--- src/kcc_pkg.sv ---
// ----------------------------------------------------------------------------
// kcc_pkg: shared types and constants
// Opcodes, register indexes and field widths of the keyed Caesar cipher.
// ----------------------------------------------------------------------------
package kcc_pkg;

   localparam int CHAR_W    = 8;
   localparam int OP_W      = 2;
   localparam int SHIFT_W   = 5;
   localparam int CSR_IDX_W = 1;

   localparam logic [CHAR_W-1:0]  ASCII_A     = 8'h41;
   localparam logic [SHIFT_W-1:0] SHIFT_RESET = 5'd3;

   typedef enum logic [OP_W-1:0] {
      OP_CLEAR = 2'd0,
      OP_KEY   = 2'd1,
      OP_SEAL  = 2'd2,
      OP_TEXT  = 2'd3
   } op_type;

   typedef enum logic [CSR_IDX_W-1:0] {
      CSR_SHIFT     = 1'b0,
      CSR_DIRECTION = 1'b1
   } csr_type;

endpackage

--- src/kcc_ram.sv ---
// ----------------------------------------------------------------------------
// kcc_ram: generic single-write, single-read RAM
// One write port and one read port with registered read data.
// ----------------------------------------------------------------------------
module kcc_ram #(
   parameter int WIDTH = 5,
   parameter int DEPTH = 26
) (
   input  logic                     clock,
   input  logic                     wr_en,
   input  logic [$clog2(DEPTH)-1:0] wr_addr,
   input  logic [WIDTH-1:0]         wr_data,
   input  logic [$clog2(DEPTH)-1:0] rd_addr,
   output logic [WIDTH-1:0]         rd_data
);

   logic [WIDTH-1:0] mem_ff [DEPTH];
   logic [WIDTH-1:0] rd_data_ff;

   always_ff @(posedge clock) begin
      if (wr_en) begin
         mem_ff[wr_addr] <= wr_data;
      end
      rd_data_ff <= mem_ff[rd_addr];
   end

   assign rd_data = rd_data_ff;

endmodule

--- src/keyword_caesar_cipher.sv ---
// ----------------------------------------------------------------------------
// keyword_caesar_cipher: keyed Caesar cipher on uppercase ASCII
// Builds a permuted alphabet from a keyword and shifts text letters on it.
// ----------------------------------------------------------------------------
// usage
//   req channel: req_valid/req_stall with req_opcode and req_char_in.
//   clear restarts the keyword, key appends a new letter, seal fills the
//   remaining letters in order, text produces one byte on rsp.
//   rsp channel: rsp_valid/rsp_stall with rsp_char_out, held in an output
//   register until the transfer.
//   csr channel: csr_valid/csr_ready, index 0 shift, index 1 direction;
//   csr_ready is always high.
// timing
//   clear and key act on their transfer. seal fills letters after the
//   transfer, one letter per cycle through the placement port of the
//   two table RAMs.
//   a text letter passes two dependent registered RAM reads, then the
//   output register load; a passthrough byte skips the RAM reads.
//   a written shift is reduced by repeated subtraction of ALPHABET_SIZE,
//   one step per cycle while req_stall is high and no csr write comes in.
//   a stalled rsp holds the block in its output state until the transfer.
// reset
//   synchronous; clears the keyword, sealed flag, used flags, shift to 3,
//   direction to encrypt. table contents are written before being read.
// ----------------------------------------------------------------------------
module keyword_caesar_cipher #(
   parameter int ALPHABET_SIZE = 26
) (
   input  logic                           clock,
   input  logic                           reset,

   input  logic                           req_valid,
   output logic                           req_stall,
   input  logic [kcc_pkg::OP_W-1:0]       req_opcode,
   input  logic [kcc_pkg::CHAR_W-1:0]     req_char_in,

   output logic                           rsp_valid,
   input  logic                           rsp_stall,
   output logic [kcc_pkg::CHAR_W-1:0]     rsp_char_out,

   input  logic                           csr_valid,
   output logic                           csr_ready,
   input  logic [kcc_pkg::CSR_IDX_W-1:0]  csr_index,
   input  logic [kcc_pkg::SHIFT_W-1:0]    csr_wdata
);

   import kcc_pkg::*;

   localparam int IDX_W  = $clog2(ALPHABET_SIZE);
   localparam int FILL_W = $clog2(ALPHABET_SIZE + 1);
   localparam int SUM_W  = IDX_W + 1;
   localparam int SHW1   = SHIFT_W + 1;

   localparam logic [FILL_W-1:0] N_FILL  = FILL_W'(ALPHABET_SIZE);
   localparam logic [SUM_W-1:0]  N_SUM   = SUM_W'(ALPHABET_SIZE);
   localparam logic [SHW1-1:0]   N_SHIFT = SHW1'(ALPHABET_SIZE);
   localparam logic [IDX_W-1:0]  IDX_MAX = IDX_W'(ALPHABET_SIZE - 1);
   localparam logic [CHAR_W-1:0] CHAR_END = CHAR_W'(ASCII_A + ALPHABET_SIZE);

   typedef enum logic [2:0] {
      ST_IDLE,
      ST_SEAL,
      ST_LOOK1,
      ST_LOOK2,
      ST_PUT
   } state_type;

   state_type                state_ff, state_in;
   logic [ALPHABET_SIZE-1:0] used_ff, used_in;
   logic [FILL_W-1:0]        fill_ff, fill_in;
   logic                     sealed_ff, sealed_in;
   logic [IDX_W-1:0]         seal_idx_ff, seal_idx_in;
   logic [SHIFT_W-1:0]       shift_ff, shift_in;
   logic                     dir_ff, dir_in;
   logic [CHAR_W-1:0]        result_ff, result_in;
   logic                     rsp_valid_ff, rsp_valid_in;
   logic [CHAR_W-1:0]        out_char_ff, out_char_in;

   logic                     shift_busy;
   logic                     is_letter;
   logic [IDX_W-1:0]         char_idx;
   logic                     place_req;
   logic [IDX_W-1:0]         place_idx;
   logic                     place_ok;
   logic [IDX_W-1:0]         pos_rd;
   logic [IDX_W-1:0]         letter_rd;
   logic [IDX_W-1:0]         shift_red;
   logic [SUM_W-1:0]         pos_sum;
   logic [IDX_W-1:0]         new_pos;

   assign shift_busy = {1'b0, shift_ff} >= N_SHIFT;
   assign is_letter  = (req_char_in >= ASCII_A) && (req_char_in < CHAR_END);
   assign char_idx   = IDX_W'(req_char_in - ASCII_A);
   assign place_ok   = place_req && !used_ff[place_idx] && (fill_ff < N_FILL);
   assign shift_red  = shift_ff[IDX_W-1:0];

   // position arithmetic, operands below ALPHABET_SIZE
   always_comb begin
      if (dir_ff) begin
         pos_sum = SUM_W'(pos_rd) + N_SUM - SUM_W'(shift_red);
      end else begin
         pos_sum = SUM_W'(pos_rd) + SUM_W'(shift_red);
      end
      if (pos_sum >= N_SUM) begin
         new_pos = IDX_W'(pos_sum - N_SUM);
      end else begin
         new_pos = IDX_W'(pos_sum);
      end
   end

   kcc_ram #(
      .WIDTH (IDX_W),
      .DEPTH (ALPHABET_SIZE)
   ) u_letter_pos (
      .clock   (clock),
      .wr_en   (place_ok),
      .wr_addr (place_idx),
      .wr_data (fill_ff[IDX_W-1:0]),
      .rd_addr (char_idx),
      .rd_data (pos_rd)
   );

   kcc_ram #(
      .WIDTH (IDX_W),
      .DEPTH (ALPHABET_SIZE)
   ) u_pos_letter (
      .clock   (clock),
      .wr_en   (place_ok),
      .wr_addr (fill_ff[IDX_W-1:0]),
      .wr_data (place_idx),
      .rd_addr (new_pos),
      .rd_data (letter_rd)
   );

   always_comb begin
      state_in     = state_ff;
      used_in      = used_ff;
      fill_in      = fill_ff;
      sealed_in    = sealed_ff;
      seal_idx_in  = seal_idx_ff;
      shift_in     = shift_ff;
      dir_in       = dir_ff;
      result_in    = result_ff;
      rsp_valid_in = rsp_valid_ff;
      out_char_in  = out_char_ff;
      place_req    = 1'b0;
      place_idx    = seal_idx_ff;

      // config writes and shift reduction
      if (csr_valid) begin
         if (csr_index == CSR_SHIFT) begin
            shift_in = csr_wdata;
         end else begin
            dir_in = csr_wdata[0];
         end
      end else if (shift_busy) begin
         shift_in = SHIFT_W'({1'b0, shift_ff} - N_SHIFT);
      end

      if (rsp_valid_ff && !rsp_stall) begin
         rsp_valid_in = 1'b0;
      end

      case (state_ff)
         ST_IDLE: begin
            if (req_valid && !req_stall) begin
               case (op_type'(req_opcode))
                  OP_CLEAR: begin
                     used_in   = '0;
                     fill_in   = '0;
                     sealed_in = 1'b0;
                  end
                  OP_KEY: begin
                     place_idx = char_idx;
                     place_req = !sealed_ff && is_letter;
                  end
                  OP_SEAL: begin
                     if (!sealed_ff) begin
                        seal_idx_in = '0;
                        state_in    = ST_SEAL;
                     end
                  end
                  OP_TEXT: begin
                     if (sealed_ff && is_letter) begin
                        state_in = ST_LOOK1;
                     end else begin
                        result_in = req_char_in;
                        state_in  = ST_PUT;
                     end
                  end
                  default: begin
                  end
               endcase
            end
         end
         ST_SEAL: begin
            place_req   = 1'b1;
            seal_idx_in = seal_idx_ff + 1'b1;
            if (seal_idx_ff == IDX_MAX) begin
               sealed_in = 1'b1;
               state_in  = ST_IDLE;
            end
         end
         ST_LOOK1: begin
            state_in = ST_LOOK2;
         end
         ST_LOOK2: begin
            result_in = ASCII_A + CHAR_W'(letter_rd);
            state_in  = ST_PUT;
         end
         ST_PUT: begin
            if (!rsp_valid_ff || !rsp_stall) begin
               rsp_valid_in = 1'b1;
               out_char_in  = result_ff;
               state_in     = ST_IDLE;
            end
         end
         default: begin
            state_in = ST_IDLE;
         end
      endcase

      if (place_ok) begin
         used_in[place_idx] = 1'b1;
         fill_in            = fill_ff + 1'b1;
      end
   end

   always_ff @(posedge clock) begin
      if (reset) begin
         state_ff     <= ST_IDLE;
         used_ff      <= '0;
         fill_ff      <= '0;
         sealed_ff    <= 1'b0;
         seal_idx_ff  <= '0;
         shift_ff     <= SHIFT_RESET;
         dir_ff       <= 1'b0;
         rsp_valid_ff <= 1'b0;
      end else begin
         state_ff     <= state_in;
         used_ff      <= used_in;
         fill_ff      <= fill_in;
         sealed_ff    <= sealed_in;
         seal_idx_ff  <= seal_idx_in;
         shift_ff     <= shift_in;
         dir_ff       <= dir_in;
         rsp_valid_ff <= rsp_valid_in;
      end
      result_ff   <= result_in;
      out_char_ff <= out_char_in;
   end

   assign req_stall    = (state_ff != ST_IDLE) || shift_busy;
   assign rsp_valid    = rsp_valid_ff;
   assign rsp_char_out = out_char_ff;
   assign csr_ready    = 1'b1;

endmodule

--- config.mk ---
export PLATFORM = sky130hd
export DESIGN_NAME = keyword_caesar_cipher
export DESIGN_NICKNAME = d
export VERILOG_FILES = /design/src/kcc_pkg.sv /design/src/kcc_ram.sv /design/src/keyword_caesar_cipher.sv
export SDC_FILE = /design/constraint.sdc
export NUM_CORES = 1
export LEC_CHECK = 0
export ABC_AREA = 1
export BUFFER_PORTS_ARGS = -buffer_cell sky130_fd_sc_hd__clkbuf_2
export CAP_MARGIN = 20
export CELL_PAD_IN_SITES_DETAIL_PLACEMENT = 1
export CELL_PAD_IN_SITES_GLOBAL_PLACEMENT = 1
export CORE_UTILIZATION = 32
export DETAILED_ROUTE_END_ITERATION = 8
export PLACE_DENSITY_LB_ADDON = 0.1
export SLEW_MARGIN = 10
export SYNTH_ARGS = -nofsm -noshare
export SYNTH_HDL_FRONTEND = slang
export SYNTH_SLANG_ARGS = --single-unit
--- constraint.sdc ---
create_clock -name clock -period 7.8 [get_ports clock]
set_clock_uncertainty 0.15 [all_clocks]
set_input_delay 0.39 -clock clock [delete_from_list [all_inputs] [get_ports clock]]
set_output_delay 0.39 -clock clock [all_outputs]
set_load 0.02 [all_outputs]
==> impl_metrics.csv <==
group,metric,value,unit
detailed_routing,drt-pass1-iter-count,5,
detailed_routing,starting_drt_drc_count,661,
detailed_routing,antenna_violating_nets_post_route,0,
critical_path,timing.critical_path.cells,"inv_1 -> ha_1 -> inv_1 -> nand3_1 -> nand3_2 -> nor2_4 -> nand2_1 -> nand2_1 -> nand2_1 -> inv_2 -> nand2_1 -> a21oi_2 -> nor2_4 -> nand2_4 -> inv_2 -> nand3_1 -> nor2_1",
logic_synthesis,synth.ff_latch_count,333,
timing,max_freq,0.194,GHz
critical_path,critPathKind,"register to register",
power,power.ir.vdd_worst,0.201,mV
placement,detailedPlace.worstSlack,2.20,ns
logic_synthesis,mapped_area,15000,um2
logic_synthesis,post-synth-top-area-fraction,55.2,%
job,maxCapViolCount,0,
final_layout,num-nets-final,1500,
detailed_routing,wl_per_cell,21.1,um
power,leakage,6.02,nW
hold_path,holdCritPathClass,"primary input to register",
timing,hold-worst-slack,0.0336,ns
global_routing,grt_first_pass_wirelength,67300,um
critical_path,critical-path-max-stage-delay,0.57,ns
clock_tree,root_buffer,"sky130_fd_sc_hd__clkbuf_16",
global_routing,remaining_global_route_overflow,0,
logic_synthesis,most_used_dff_post_synth,"sky130_fd_sc_hd__edfxtp_1",
critical_path,worstSetupEndpointType,"register",
detailed_routing,routed-via-count,10529,
hold_path,min_delay_path_depth,3,
timing,timing.max_slew.rel_slack,32.4,%
critical_path,timing.critical_path.arrival,5.20,ns
outcome,result_of_the_run,"complete, no violations",
power,p_total,4.93,mW
logic_synthesis,postSynthCellCount,1427,
global_routing,grt.total_usage,18.7,%
logic_synthesis,synth_sequential_area_ratio,62.8,%
clock_tree,tritoncts,"done",
timing,final.setup.worst_slack,2.63,ns
final_layout,layout.cells.most_common,"sky130_fd_sc_hd__edfxtp_1",
critical_path,critical_path.slowest_cell,"sky130_fd_sc_hd__nor2_4",
global_routing,maximum_number_of_pins_on_one_net_before_global_route_repair,70,
final_layout,fillers,5067,
critical_path,startpoint,"shift_ff[1]",
placement,place_congestion,0.785,
clock_tree,post_cts.resized_instances,0,
critical_path,timing.reg2reg.worst_path_depth,17,
clock_tree,insertion_delay,0.54,ns
logic_synthesis,syn_area_per_cell,10.5,um2
clock_tree,cts_sinks,333,
logic_synthesis,synth_fp_nets,1476,
timing,setup_tns,0,ns
critical_path,critical-path-top-cell-by-count,"sky130_fd_sc_hd__nand2_1",
timing,final_max_slew_viol_count,0,
logic_synthesis,yosysWarnings,0,
final_layout,final_layout_size_suffix_gt1_share,8.92,%
clock_tree,cts-buffers-inserted,38,
critical_path,crit_path_max_fanout,30,
die,fp.dieH,219,um
hold_path,whs_endpoint,"result_ff[7]",
clock_tree,post_cts_buffers,0,
detailed_routing,finalWirelength,43900,um
logic_synthesis,synth-edff-count,276,
final_layout,multi_input_comb_area,5000,um2
critical_path,r2r_slack,2.63,ns
final_layout,layout_common_cells,"sky130_fd_sc_hd__edfxtp_1, sky130_fd_sc_hd__nor2_1, sky130_fd_sc_hd__nand2_1, sky130_fd_sc_hd__nand3_1, sky130_fd_sc_hd__o21ai_0",
detailed_routing,vias_per_cell,5.06,
timing,report.final.hold_viol_count,0,
timing,timing.final.setup_violations,0,
critical_path,data_required_time_of_the_worst_path,7.84,ns
hold_path,hp-start,"req_char_in[7]",
logic_synthesis,synth_area_leaders,"sky130_fd_sc_hd__edfxtp_1, sky130_fd_sc_hd__dfxtp_1, sky130_fd_sc_hd__nor2_1",
placement,hpwl_dp,28900,um
clock_tree,cts_hold_buffers,7,
global_routing,first_global_vias,10895,
logic_synthesis,synth.largest_area_cell,"sky130_fd_sc_hd__edfxtp_1",
die,boundaryPins,32,
clock_tree,clk_pin_slew,0.06,ns
detailed_routing,drt_drc_violations_left,0,
clock_tree,clock_path_buffers,3,
timing,setup_repair_after_global_routing_missed_its_margin,"false",
logic_synthesis,post_synth_num_cell_types,44,
die,initial_cell_density_of_the_core,32.7,%
timing,final.min_clock_period,5.17,ns
critical_path,worst_r2r_startpoint,"shift_ff[1]",
timing,worst-slew-pin-transition,1.01,ns
final_layout,ff_latch_area,9430,um2
critical_path,r2r-end,"u_letter_pos.mem_ff[23][0]",
logic_synthesis,async_flop_share,0,%
final_layout,area_growth_from_synthesis_to_layout,13.4,%
critical_path,worst_setup_path_start_kind,"register",
clock_tree,cts_max_level,2,
final_layout,final_cell_count_no_fill,2079,
power,p_per_area,290,nW/um2
die,die_w,219,um
die,fp.dieArea,47800,um2
global_routing,antenna_found_initial,1,
die,core_area,45900,um2
timing,final_min_period_over_clock_period,66.3,%
placement,placement.io_buffers,30,
placement,placed_cells,2003,
final_layout,antenna_cells,0,
die,fp-row-count,78,
[metal layers]
metal	track usage (%)	wire, um	vias up
li1	-	-	5056
met1	26.7	21500	5243
met2	29.6	20000	178
met3	2.94	1630	50
met4	4.38	749	2
met5	0	10	-
[worst max-delay path, delay by kind of cell (launching register included)]
family | cells | cell delay [ns]
DFF | 1 | 0.49
and+or+nand+nor | 11 | 3.02
adders and majority gates | 1 | 0.21
buffers and inverters | 4 | 0.84
AOI/OAI and AO/OA | 1 | 0.08
[state kept, by name, indices dropped and copies added (netlist names), 8 cells and up]
name and count:
u_letter_pos.mem_ff 130, u_pos_letter.mem_ff 130, used_ff 26, result_ff 8, rsp_char_out 8
[cell usage after synthesis, types with 2 or more instances]
cell and count:
sky130_fd_sc_hd__edfxtp_1 276, sky130_fd_sc_hd__clkinv_1 2, sky130_fd_sc_hd__buf_6 3, sky130_fd_sc_hd__dfxtp_1 57
sky130_fd_sc_hd__buf_4 5, sky130_fd_sc_hd__buf_1 6, sky130_fd_sc_hd__nor3_1 11, sky130_fd_sc_hd__o32ai_1 25
sky130_fd_sc_hd__xor2_1 8, sky130_fd_sc_hd__clkbuf_1 40, sky130_fd_sc_hd__ha_1 26, sky130_fd_sc_hd__xnor2_1 3
sky130_fd_sc_hd__nor2_1 230, sky130_fd_sc_hd__nand2_1 228, sky130_fd_sc_hd__o21ai_0 108, sky130_fd_sc_hd__nor2_4 3
sky130_fd_sc_hd__o22ai_1 5, sky130_fd_sc_hd__o221ai_1 5, sky130_fd_sc_hd__or2_2 3, sky130_fd_sc_hd__inv_1 73
sky130_fd_sc_hd__nand4_1 5, sky130_fd_sc_hd__nand3_2 3, sky130_fd_sc_hd__o211ai_1 8, sky130_fd_sc_hd__nand2_2 5
sky130_fd_sc_hd__a21oi_1 56, sky130_fd_sc_hd__inv_2 6, sky130_fd_sc_hd__nand2_4 2, sky130_fd_sc_hd__fa_1 2
sky130_fd_sc_hd__o21ai_1 4, sky130_fd_sc_hd__buf_2 11, sky130_fd_sc_hd__nand3_1 141, sky130_fd_sc_hd__nand3b_1 2
sky130_fd_sc_hd__mux2_2 5, sky130_fd_sc_hd__mux2i_1 50
[logic make-up after synthesis]
| logic type | Yosys count | synth area share [%] |
|---|---|---|
| AND/OR/NAND/NOR | 638 | 18.2 |
| flip-flops | 333 | 62.8 |
| AO/OA/AOI/OAI | 215 | 8.18 |
| buffers and inverters | 146 | 4.02 |
| multiplexers | 55 | 3.71 |
| adder cells (fa/ha/maj) | 28 | 2.43 |
| XOR/XNOR | 11 | 0.642 |
| other | 1 | 0.0250 |
[metrics by stage]
step	instance area (um2)	utilization, %
after CTS	17000	37.1
after global placement	15700	34.3
final	17000	37.1
after detailed placement	15700	34.3
after global routing	17000	37.1
after floorplan	15000	-
[cell type report]
| cell class | count | area share [%] |
|---|---|---|
| Sequential cell | 333 | 55.4 |
| Inverter | 81 | 1.79 |
| Multi-Input combinational cell | 948 | 29.4 |
| Clock inverter | 22 | 1.24 |
| Clock buffer | 46 | 5.89 |
| Tap cell | 600 | 4.41 |
| Timing Repair Buffer | 49 | 1.87 |
[worst max path at each step]
stage	to	slack, ns	depth (start not counted)
2_1_floorplan	u_letter_pos.mem_ff[16][0]	4.29	21
3_3_place_gp	u_letter_pos.mem_ff[23][0]	2.32	17
3_5_place_dp	u_letter_pos.mem_ff[23][4]	2.20	17
4_1_cts	u_letter_pos.mem_ff[23][4]	2.50	17
5_1_grt	u_letter_pos.mem_ff[25][1]	2.14	17
6_report	u_letter_pos.mem_ff[23][0]	2.63	17
[power breakdown]
group	switching, mW	internal (mW)	total [mW]
Clock	0.717	1.05	1.76
Combinational	0.809	0.328	1.14
Sequential	0.0440	1.99	2.03
Total	1.57	3.36	4.93
Power figures use the tool's default switching activity.
